--- src/rtl/core/ivt_pkg.sv ---
// Shared types and constants for the three-channel interval timer.
package ivt_pkg;

   localparam logic [1:0] KIND_TICK  = 2'd0;
   localparam logic [1:0] KIND_WRITE = 2'd1;
   localparam logic [1:0] KIND_READ  = 2'd2;

   localparam logic [1:0] CONTROL_PORT = 2'd3;

   localparam logic [1:0] SEL_READBACK = 2'd3;
   localparam logic [1:0] RW_LATCH     = 2'd0;
   localparam logic [1:0] RW_16BIT     = 2'd3;
   localparam logic [3:0] MODE_RATEGEN = 4'h4;
   localparam logic [3:0] MODE_SQWAVE  = 4'h6;

   localparam logic [15:0] COUNT_MAX       = 16'hffff;
   localparam logic [15:0] DIVISOR_DEFAULT = 16'd11932;

   // Per-channel command for one accepted beat
   typedef struct packed {
      logic       tick;
      logic       latch;
      logic       clr_latch;
      logic       rd;
      logic       wr;
      logic [7:0] wdata;
   } chan_cmd_type;

   typedef struct packed {
      logic [7:0] read_data;
      logic       status;
   } rsp_type;

endpackage

--- src/rtl/core/ivt_channel.sv ---
// One timer channel: reload, phase, write sequencing and count latch.
module ivt_channel (
   input  logic                  clock,
   input  logic                  reset,
   input  ivt_pkg::chan_cmd_type cmd,
   input  logic [15:0]           divisor,
   output logic [7:0]            rd_byte
);
   import ivt_pkg::*;

   logic [15:0] reload_ff, reload_in;
   logic [15:0] phase_ff, phase_in;
   logic [7:0]  pend_ff, pend_in;
   logic        high_next_ff, high_next_in;
   logic [15:0] latched_ff, latched_in;
   logic [1:0]  left_ff, left_in;
   logic [15:0] wr_value;

   // left of 1 means the high byte is next, anything else gives the low byte
   assign rd_byte  = (left_ff == 2'd1) ? latched_ff[15:8] : latched_ff[7:0];
   assign wr_value = ({cmd.wdata, pend_ff} == 16'd0) ? COUNT_MAX : {cmd.wdata, pend_ff};

   always_comb begin
      reload_in    = reload_ff;
      phase_in     = phase_ff;
      pend_in      = pend_ff;
      high_next_in = high_next_ff;
      latched_in   = latched_ff;
      left_in      = left_ff;
      if (cmd.tick) begin
         if (reload_ff != 16'd0) begin
            phase_in = (phase_ff <= 16'd1) ? reload_ff : phase_ff - 16'd1;
         end
      end
      if (cmd.latch && left_ff == 2'd0) begin
         left_in = 2'd2;
         if (reload_ff <= 16'd1) begin
            reload_in  = divisor;
            phase_in   = divisor;
            latched_in = divisor;
         end else begin
            latched_in = phase_ff;
         end
      end
      if (cmd.clr_latch) begin
         left_in = 2'd0;
      end
      if (cmd.rd) begin
         left_in = (left_ff == 2'd0) ? 2'd1 : left_ff - 2'd1;
      end
      if (cmd.wr) begin
         if (!high_next_ff) begin
            pend_in      = cmd.wdata;
            high_next_in = 1'b1;
         end else begin
            reload_in    = wr_value;
            phase_in     = wr_value;
            high_next_in = 1'b0;
         end
      end
   end

   always_ff @(posedge clock) begin
      if (reset) begin
         reload_ff    <= '0;
         phase_ff     <= '0;
         pend_ff      <= '0;
         high_next_ff <= 1'b0;
         latched_ff   <= '0;
         left_ff      <= '0;
      end else begin
         reload_ff    <= reload_in;
         phase_ff     <= phase_in;
         pend_ff      <= pend_in;
         high_next_ff <= high_next_in;
         latched_ff   <= latched_in;
         left_ff      <= left_in;
      end
   end

endmodule

--- src/rtl/core/interval_timer_three_channel.sv ---
// A response beat is registered in the output register, or in the skid entry
// while that is held. Throughput: one request beat per cycle while req_stall is
// low; the two-entry output buffer lets one more beat in after rsp_stall rises,
// then req_stall holds them off. Reset clears all channel state and the output
// buffer valid flags; the divisor register returns to 11932. No clearing pass is needed.
module interval_timer_three_channel #(
   parameter int NUM_CHANNELS = 3
) (
   input  logic        clock,
   input  logic        reset,
   input  logic        csr_wr_en,
   input  logic [15:0] csr_wr_data,
   input  logic        req_valid,
   output logic        req_stall,
   input  logic [1:0]  req_kind,
   input  logic [1:0]  req_port,
   input  logic [2:0]  req_access_width,
   input  logic [7:0]  req_write_data,
   output logic        rsp_valid,
   input  logic        rsp_stall,
   output logic [7:0]  rsp_read_data,
   output logic        rsp_status
);
   import ivt_pkg::*;

   localparam logic [2:0] NUM_CH = 3'(NUM_CHANNELS);

   logic [15:0]  divisor_ff;
   logic [15:0]  divisor_eff;
   logic         accept;
   logic         pop;
   logic [1:0]   sel;
   logic [1:0]   rw;
   logic [3:0]   mode;
   logic         ctl_ok;
   logic         ctl_wr;
   logic         cnt_acc;
   logic         bad;
   chan_cmd_type cmd [NUM_CHANNELS];
   logic [7:0]   ch_byte [NUM_CHANNELS];
   rsp_type      result;
   logic [7:0]   rd_mux;
   rsp_type      out_ff, out_in;
   logic         out_valid_ff, out_valid_in;
   rsp_type      skid_ff, skid_in;
   logic         skid_valid_ff, skid_valid_in;

   assign accept      = req_valid && !req_stall;
   assign pop         = out_valid_ff && !rsp_stall;
   assign req_stall   = skid_valid_ff;
   assign divisor_eff = (divisor_ff == 16'd0) ? COUNT_MAX : divisor_ff;

   // control word decode
   assign sel    = req_write_data[7:6];
   assign rw     = req_write_data[5:4];
   assign mode   = req_write_data[3:0];
   assign ctl_ok = sel != SEL_READBACK
                && (rw == RW_LATCH
                    || (rw == RW_16BIT && (mode == MODE_RATEGEN || mode == MODE_SQWAVE)))
                && ({1'b0, sel} < NUM_CH);

   always_comb begin
      bad     = 1'b0;
      ctl_wr  = 1'b0;
      cnt_acc = 1'b0;
      if (req_kind == KIND_TICK) begin
         bad = 1'b0;
      end else if (req_kind != KIND_WRITE && req_kind != KIND_READ) begin
         bad = 1'b1;
      end else if (req_access_width != 3'd1) begin
         bad = 1'b1;
      end else if (req_port == CONTROL_PORT) begin
         if (req_kind == KIND_WRITE && ctl_ok) begin
            ctl_wr = 1'b1;
         end else begin
            bad = 1'b1;
         end
      end else if ({1'b0, req_port} >= NUM_CH) begin
         bad = 1'b1;
      end else begin
         cnt_acc = 1'b1;
      end
   end

   for (genvar i = 0; i < NUM_CHANNELS; i++) begin : g_ch
      always_comb begin
         cmd[i].tick      = accept && req_kind == KIND_TICK;
         cmd[i].latch     = accept && ctl_wr && sel == 2'(i) && rw == RW_LATCH;
         cmd[i].clr_latch = accept && ctl_wr && sel == 2'(i) && rw == RW_16BIT;
         cmd[i].rd        = accept && cnt_acc && req_port == 2'(i) && req_kind == KIND_READ;
         cmd[i].wr        = accept && cnt_acc && req_port == 2'(i) && req_kind == KIND_WRITE;
         cmd[i].wdata     = req_write_data;
      end

      ivt_channel u_channel (
         .clock   (clock),
         .reset   (reset),
         .cmd     (cmd[i]),
         .divisor (divisor_eff),
         .rd_byte (ch_byte[i])
      );
   end

   always_comb begin
      rd_mux = '0;
      for (int i = 0; i < NUM_CHANNELS; i++) begin
         if (req_port == 2'(i)) begin
            rd_mux = ch_byte[i];
         end
      end
      result.status    = bad;
      result.read_data = (cnt_acc && req_kind == KIND_READ) ? rd_mux : 8'd0;
   end

   // output register plus skid entry
   always_comb begin
      out_in        = out_ff;
      out_valid_in  = out_valid_ff;
      skid_in       = skid_ff;
      skid_valid_in = skid_valid_ff;
      if (pop) begin
         if (skid_valid_ff) begin
            out_in        = skid_ff;
            skid_valid_in = 1'b0;
         end else begin
            out_in       = result;
            out_valid_in = accept;
         end
      end else if (accept) begin
         if (!out_valid_ff) begin
            out_in       = result;
            out_valid_in = 1'b1;
         end else begin
            skid_in       = result;
            skid_valid_in = 1'b1;
         end
      end
   end

   always_ff @(posedge clock) begin
      if (reset) begin
         divisor_ff    <= DIVISOR_DEFAULT;
         out_valid_ff  <= 1'b0;
         skid_valid_ff <= 1'b0;
      end else begin
         if (csr_wr_en) begin
            divisor_ff <= csr_wr_data;
         end
         out_valid_ff  <= out_valid_in;
         skid_valid_ff <= skid_valid_in;
      end
      out_ff  <= out_in;
      skid_ff <= skid_in;
   end

   assign rsp_valid     = out_valid_ff;
   assign rsp_read_data = out_ff.read_data;
   assign rsp_status    = out_ff.status;

endmodule

--- config.mk ---
export PLATFORM = sky130hd
export DESIGN_NAME = interval_timer_three_channel
export DESIGN_NICKNAME = d
export VERILOG_FILES = /design/src/rtl/core/ivt_pkg.sv /design/src/rtl/core/ivt_channel.sv /design/src/rtl/core/interval_timer_three_channel.sv
export SDC_FILE = /design/constraint.sdc
export NUM_CORES = 1
export LEC_CHECK = 0
export ABC_AREA = 1
export BUFFER_PORTS_ARGS = -buffer_cell sky130_fd_sc_hd__buf_2
export CAP_MARGIN = 20
export CORE_MARGIN = 8
export CORE_UTILIZATION = 50
export DETAILED_ROUTE_END_ITERATION = 8
export PLACE_DENSITY = 0.67
export SLEW_MARGIN = 10
export SYNTH_ARGS = -nofsm -noshare
export SYNTH_HDL_FRONTEND = slang
export SYNTH_SLANG_ARGS = --single-unit
--- constraint.sdc ---
create_clock -name clock -period 5 [get_ports clock]
set_input_delay 0 -clock clock [delete_from_list [all_inputs] [get_ports clock]]
set_output_delay 0 -clock clock [all_outputs]
set_load 0.05 [all_outputs]
==> results.py <==
metrics = {
    "timing": {
        "rsz0062_at_grt": "false",
        "hold_viol_final": 0,
        "slew_headroom_pct": 28.4,
        "min_period_ns": 2.89,
        "slew_violations": 0,
        "finalSetupTns_ns": 0,
        "finalSetupViolCount": 0,
        "fin_crit_sh_pct": 57.7,
        "worst_slew_pin_slew_ns": 1.07,
        "fmax_ghz": 0.347,
        "fin_skew_ns": 0.0113,
    },
    "cts": {
        "h-tree-depth": 1,
        "post_cts_buffers": 0,
        "clkLatencyLatePin_ns": 0.53,
        "numCtsBuffers": 25,
        "cts-root-buf": "clkbuf_16",
        "clkSlewWorstSetupHoldPaths_ns": 0.06,
        "clock-sinks": 213,
        "tritoncts": "built",
        "clk_path_buf_depth": 3,
    },
    "route": {
        "dr.pass1.iters": 6,
        "drc": 0,
        "ant_nets": 0,
        "dr_total_vias": 12890,
        "viasPerCell": 5.64,
        "first_iter_violations": 1450,
        "wirelength_mm": 40.5,
        "routedWlPerCell_um": 17.7,
    },
    "floorplan": {
        "io-pin-count": 47,
        "design.core.area_mm2": 0.0235,
        "die_y_um": 171,
        "rows": 56,
        "initial_core_util_pct": 51.0,
        "die-area_mm2": 0.0292,
        "die_width_um": 171,
    },
    "yosys": {
        "netlist_area_mm2": 0.0120,
        "synth-seq-cells": 213,
        "avgSynthCellArea_um2": 6.31,
        "async_flop_share_pct": 0,
        "ys.flop_type": "dfxtp_1",
        "syn_nets": 1949,
        "yosysWarnings": 0,
        "yosysSeqAreaShare_pct": 37.0,
        "synth_edf_count": 18,
        "synth_cell_type_count": 37,
        "synth_cells": 1904,
    },
    "power": {
        "power_leakage_nw": 6.27,
        "cellPowerDensity_mw_per_mm2": 280,
        "peakVddDrop_v": 0.000172,
    },
    "grt": {
        "grt_pass1_vias": 11987,
        "antenna_found_initial": 0,
        "grt_max_degree": 86,
        "grt_pass1_wl_mm": 64.5,
        "grt_overflow": 0,
        "grtUsageTotal_pct": 27.5,
    },
    "cells_and_area": {
        "mostFrequentLayoutCell": "nand2_1",
        "layout-drive-gt1-share_pct": 6.86,
        "final_area_mm2": 0.0136,
        "final_cell_mix": "nand2_1 (497), nor2_1 (256), dfxtp_1 (195)",
        "final_nets": 1993,
        "diodes": 0,
        "area_growth_pct": 13.3,
    },
    "place": {
        "gp_congestion": 0.974,
        "postPlaceCellArea_mm2": 0.0123,
        "portBuffers": 46,
        "dp_hpwl_mm": 28.3,
    },
    "run": {
        "drv_cap": 0,
    },
    "critical_path": {
        "crit_fanout": 18,
        "path_class": "in2reg",
        "r2r_setup_slack_ns": 2.33,
        "worstPathArrival_ns": 3.29,
        "end_kind": "register",
        "worst_setup_path_start_kind": "input pin",
        "cp.required_ns": 5.41,
        "reg2reg_from": "req_stall",
        "critPathLaunch": "req_write_data[4]",
    },
    "hold_path": {
        "min-delay-start": "req_kind[1]",
        "hp-class": "in2reg",
    },
    "status": {
        "status": "complete, no violations",
    },
}
-- cells in the mapped netlist, types with 7 or more instances --
master / count / area (um2)
nand2_1: 497 / 1870
nor2_1: 259 / 972
dfxtp_1: 195 / 3900
nand3_1: 183 / 916
inv_1: 181 / 679
a21oi_1: 172 / 861
o21ai_0: 109 / 546
nor3_1: 81 / 405
clkbuf_1: 52 / 195
nand4_1: 31 / 194
buf_2: 21 / 105
edfxtp_1: 18 / 541
o211ai_1: 18 / 135
o21ai_1: 11 / 55.1
ha_1: 9 / 113
buf_4: 8 / 60.1
mux2_2: 7 / 78.8
-- sequential cells by signal (all words and copies together) (netlist names) --
signal,flops
rsp_valid,1
skid_ff,9
g_ch.u_channel.phase_ff,48
rsp_status,1
g_ch.u_channel.left_ff,6
g_ch.u_channel.reload_ff,48
g_ch.u_channel.pend_ff,24
g_ch.u_channel.latched_ff,48
divisor_ff,16
g_ch.u_channel.high_next_ff,3
rsp_read_data,8
req_stall,1
-- routing by layer --
metal / vias up / wire length [um] / part of all wire [%] / GRT usage, %
met5: - / 0 / 0 / 0
met4: 0 / 1650 / 4.1 / 11.2
met3: 107 / 3480 / 8.6 / 3.64
met2: 572 / 17800 / 44 / 43.2
met1: 5886 / 17600 / 43 / 37.4
li1: 6325 / - / - / -
-- critical path, stage by stage --
cell	delay [ns]
dlygate4sd3_1	0.55
buf_2	0.17
inv_2	0.18
nand2_1	0.21
nor3_2	0.85
and3_1	0.70
inv_2	0.30
nor3_1	0.24
nor2_1	0.08
-- worst paths after layout --
check,depth (start not counted),endpoint
worst max register to register,8,g_ch[0].u_channel.phase_ff[7]
worst min-delay path,4,skid_ff[0]
worst max-delay path,9,g_ch[0].u_channel.latched_ff[10]
worst min register to register,2,g_ch[2].u_channel.left_ff[1]
-- what timing repair did --
action | 4_1_cts | 5_1_grt
hold buffers | 44 | 0
gates resized for setup | 0 | 0
hold endpoints to repair | 75 | 0
-- per-stage QoR --
stage / instances / setup WS [ns] / util (%) / hold WS (ns) / power, mW
final: 2286 / 2.11 / 57.8 / 0.0662 / 3.81
after global routing: 2286 / 1.94 / 57.8 / 0.119 / 3.91
after CTS: 2285 / 2.20 / 57.8 / 0.0484 / 3.82
after detailed placement: 2195 / 2.23 / 52.4 / 0.219 / 1.97
after global placement: 2195 / 2.23 / 52.4 / 0.217 / 1.97
after floorplan: 1904 / 3.04 / - / 0.126 / 1.89
-- area by class of cell --
type,instances,area (um2)
clock buffer,33,706
timing repair buffer,101,756
clock inverter,13,119
fill,2333,9940
multi-input combinational,1418,6470
inverter,189,709
sequential,213,4440
tap,319,399
-- power by group --
group / switching, mW / internal, mW / total (mW)
Clock: 0.745 / 1.09 / 1.84
Sequential: 0.00759 / 1.74 / 1.75
Combinational: 0.159 / 0.0651 / 0.225
-- logic make-up after synthesis --
family	Yosys count	share of synthesized area (%)
and+or+nand+nor	1085	38.5
muxes	7	0.656
AOI/OAI and AO/OA	315	13.6
buffers and inverters	273	9.19
adders and majority gates	9	0.937
DFF	213	37.0
xor gates and xnor gates	2	0.146
No activity file was read; power rests on OpenSTA's default activity.
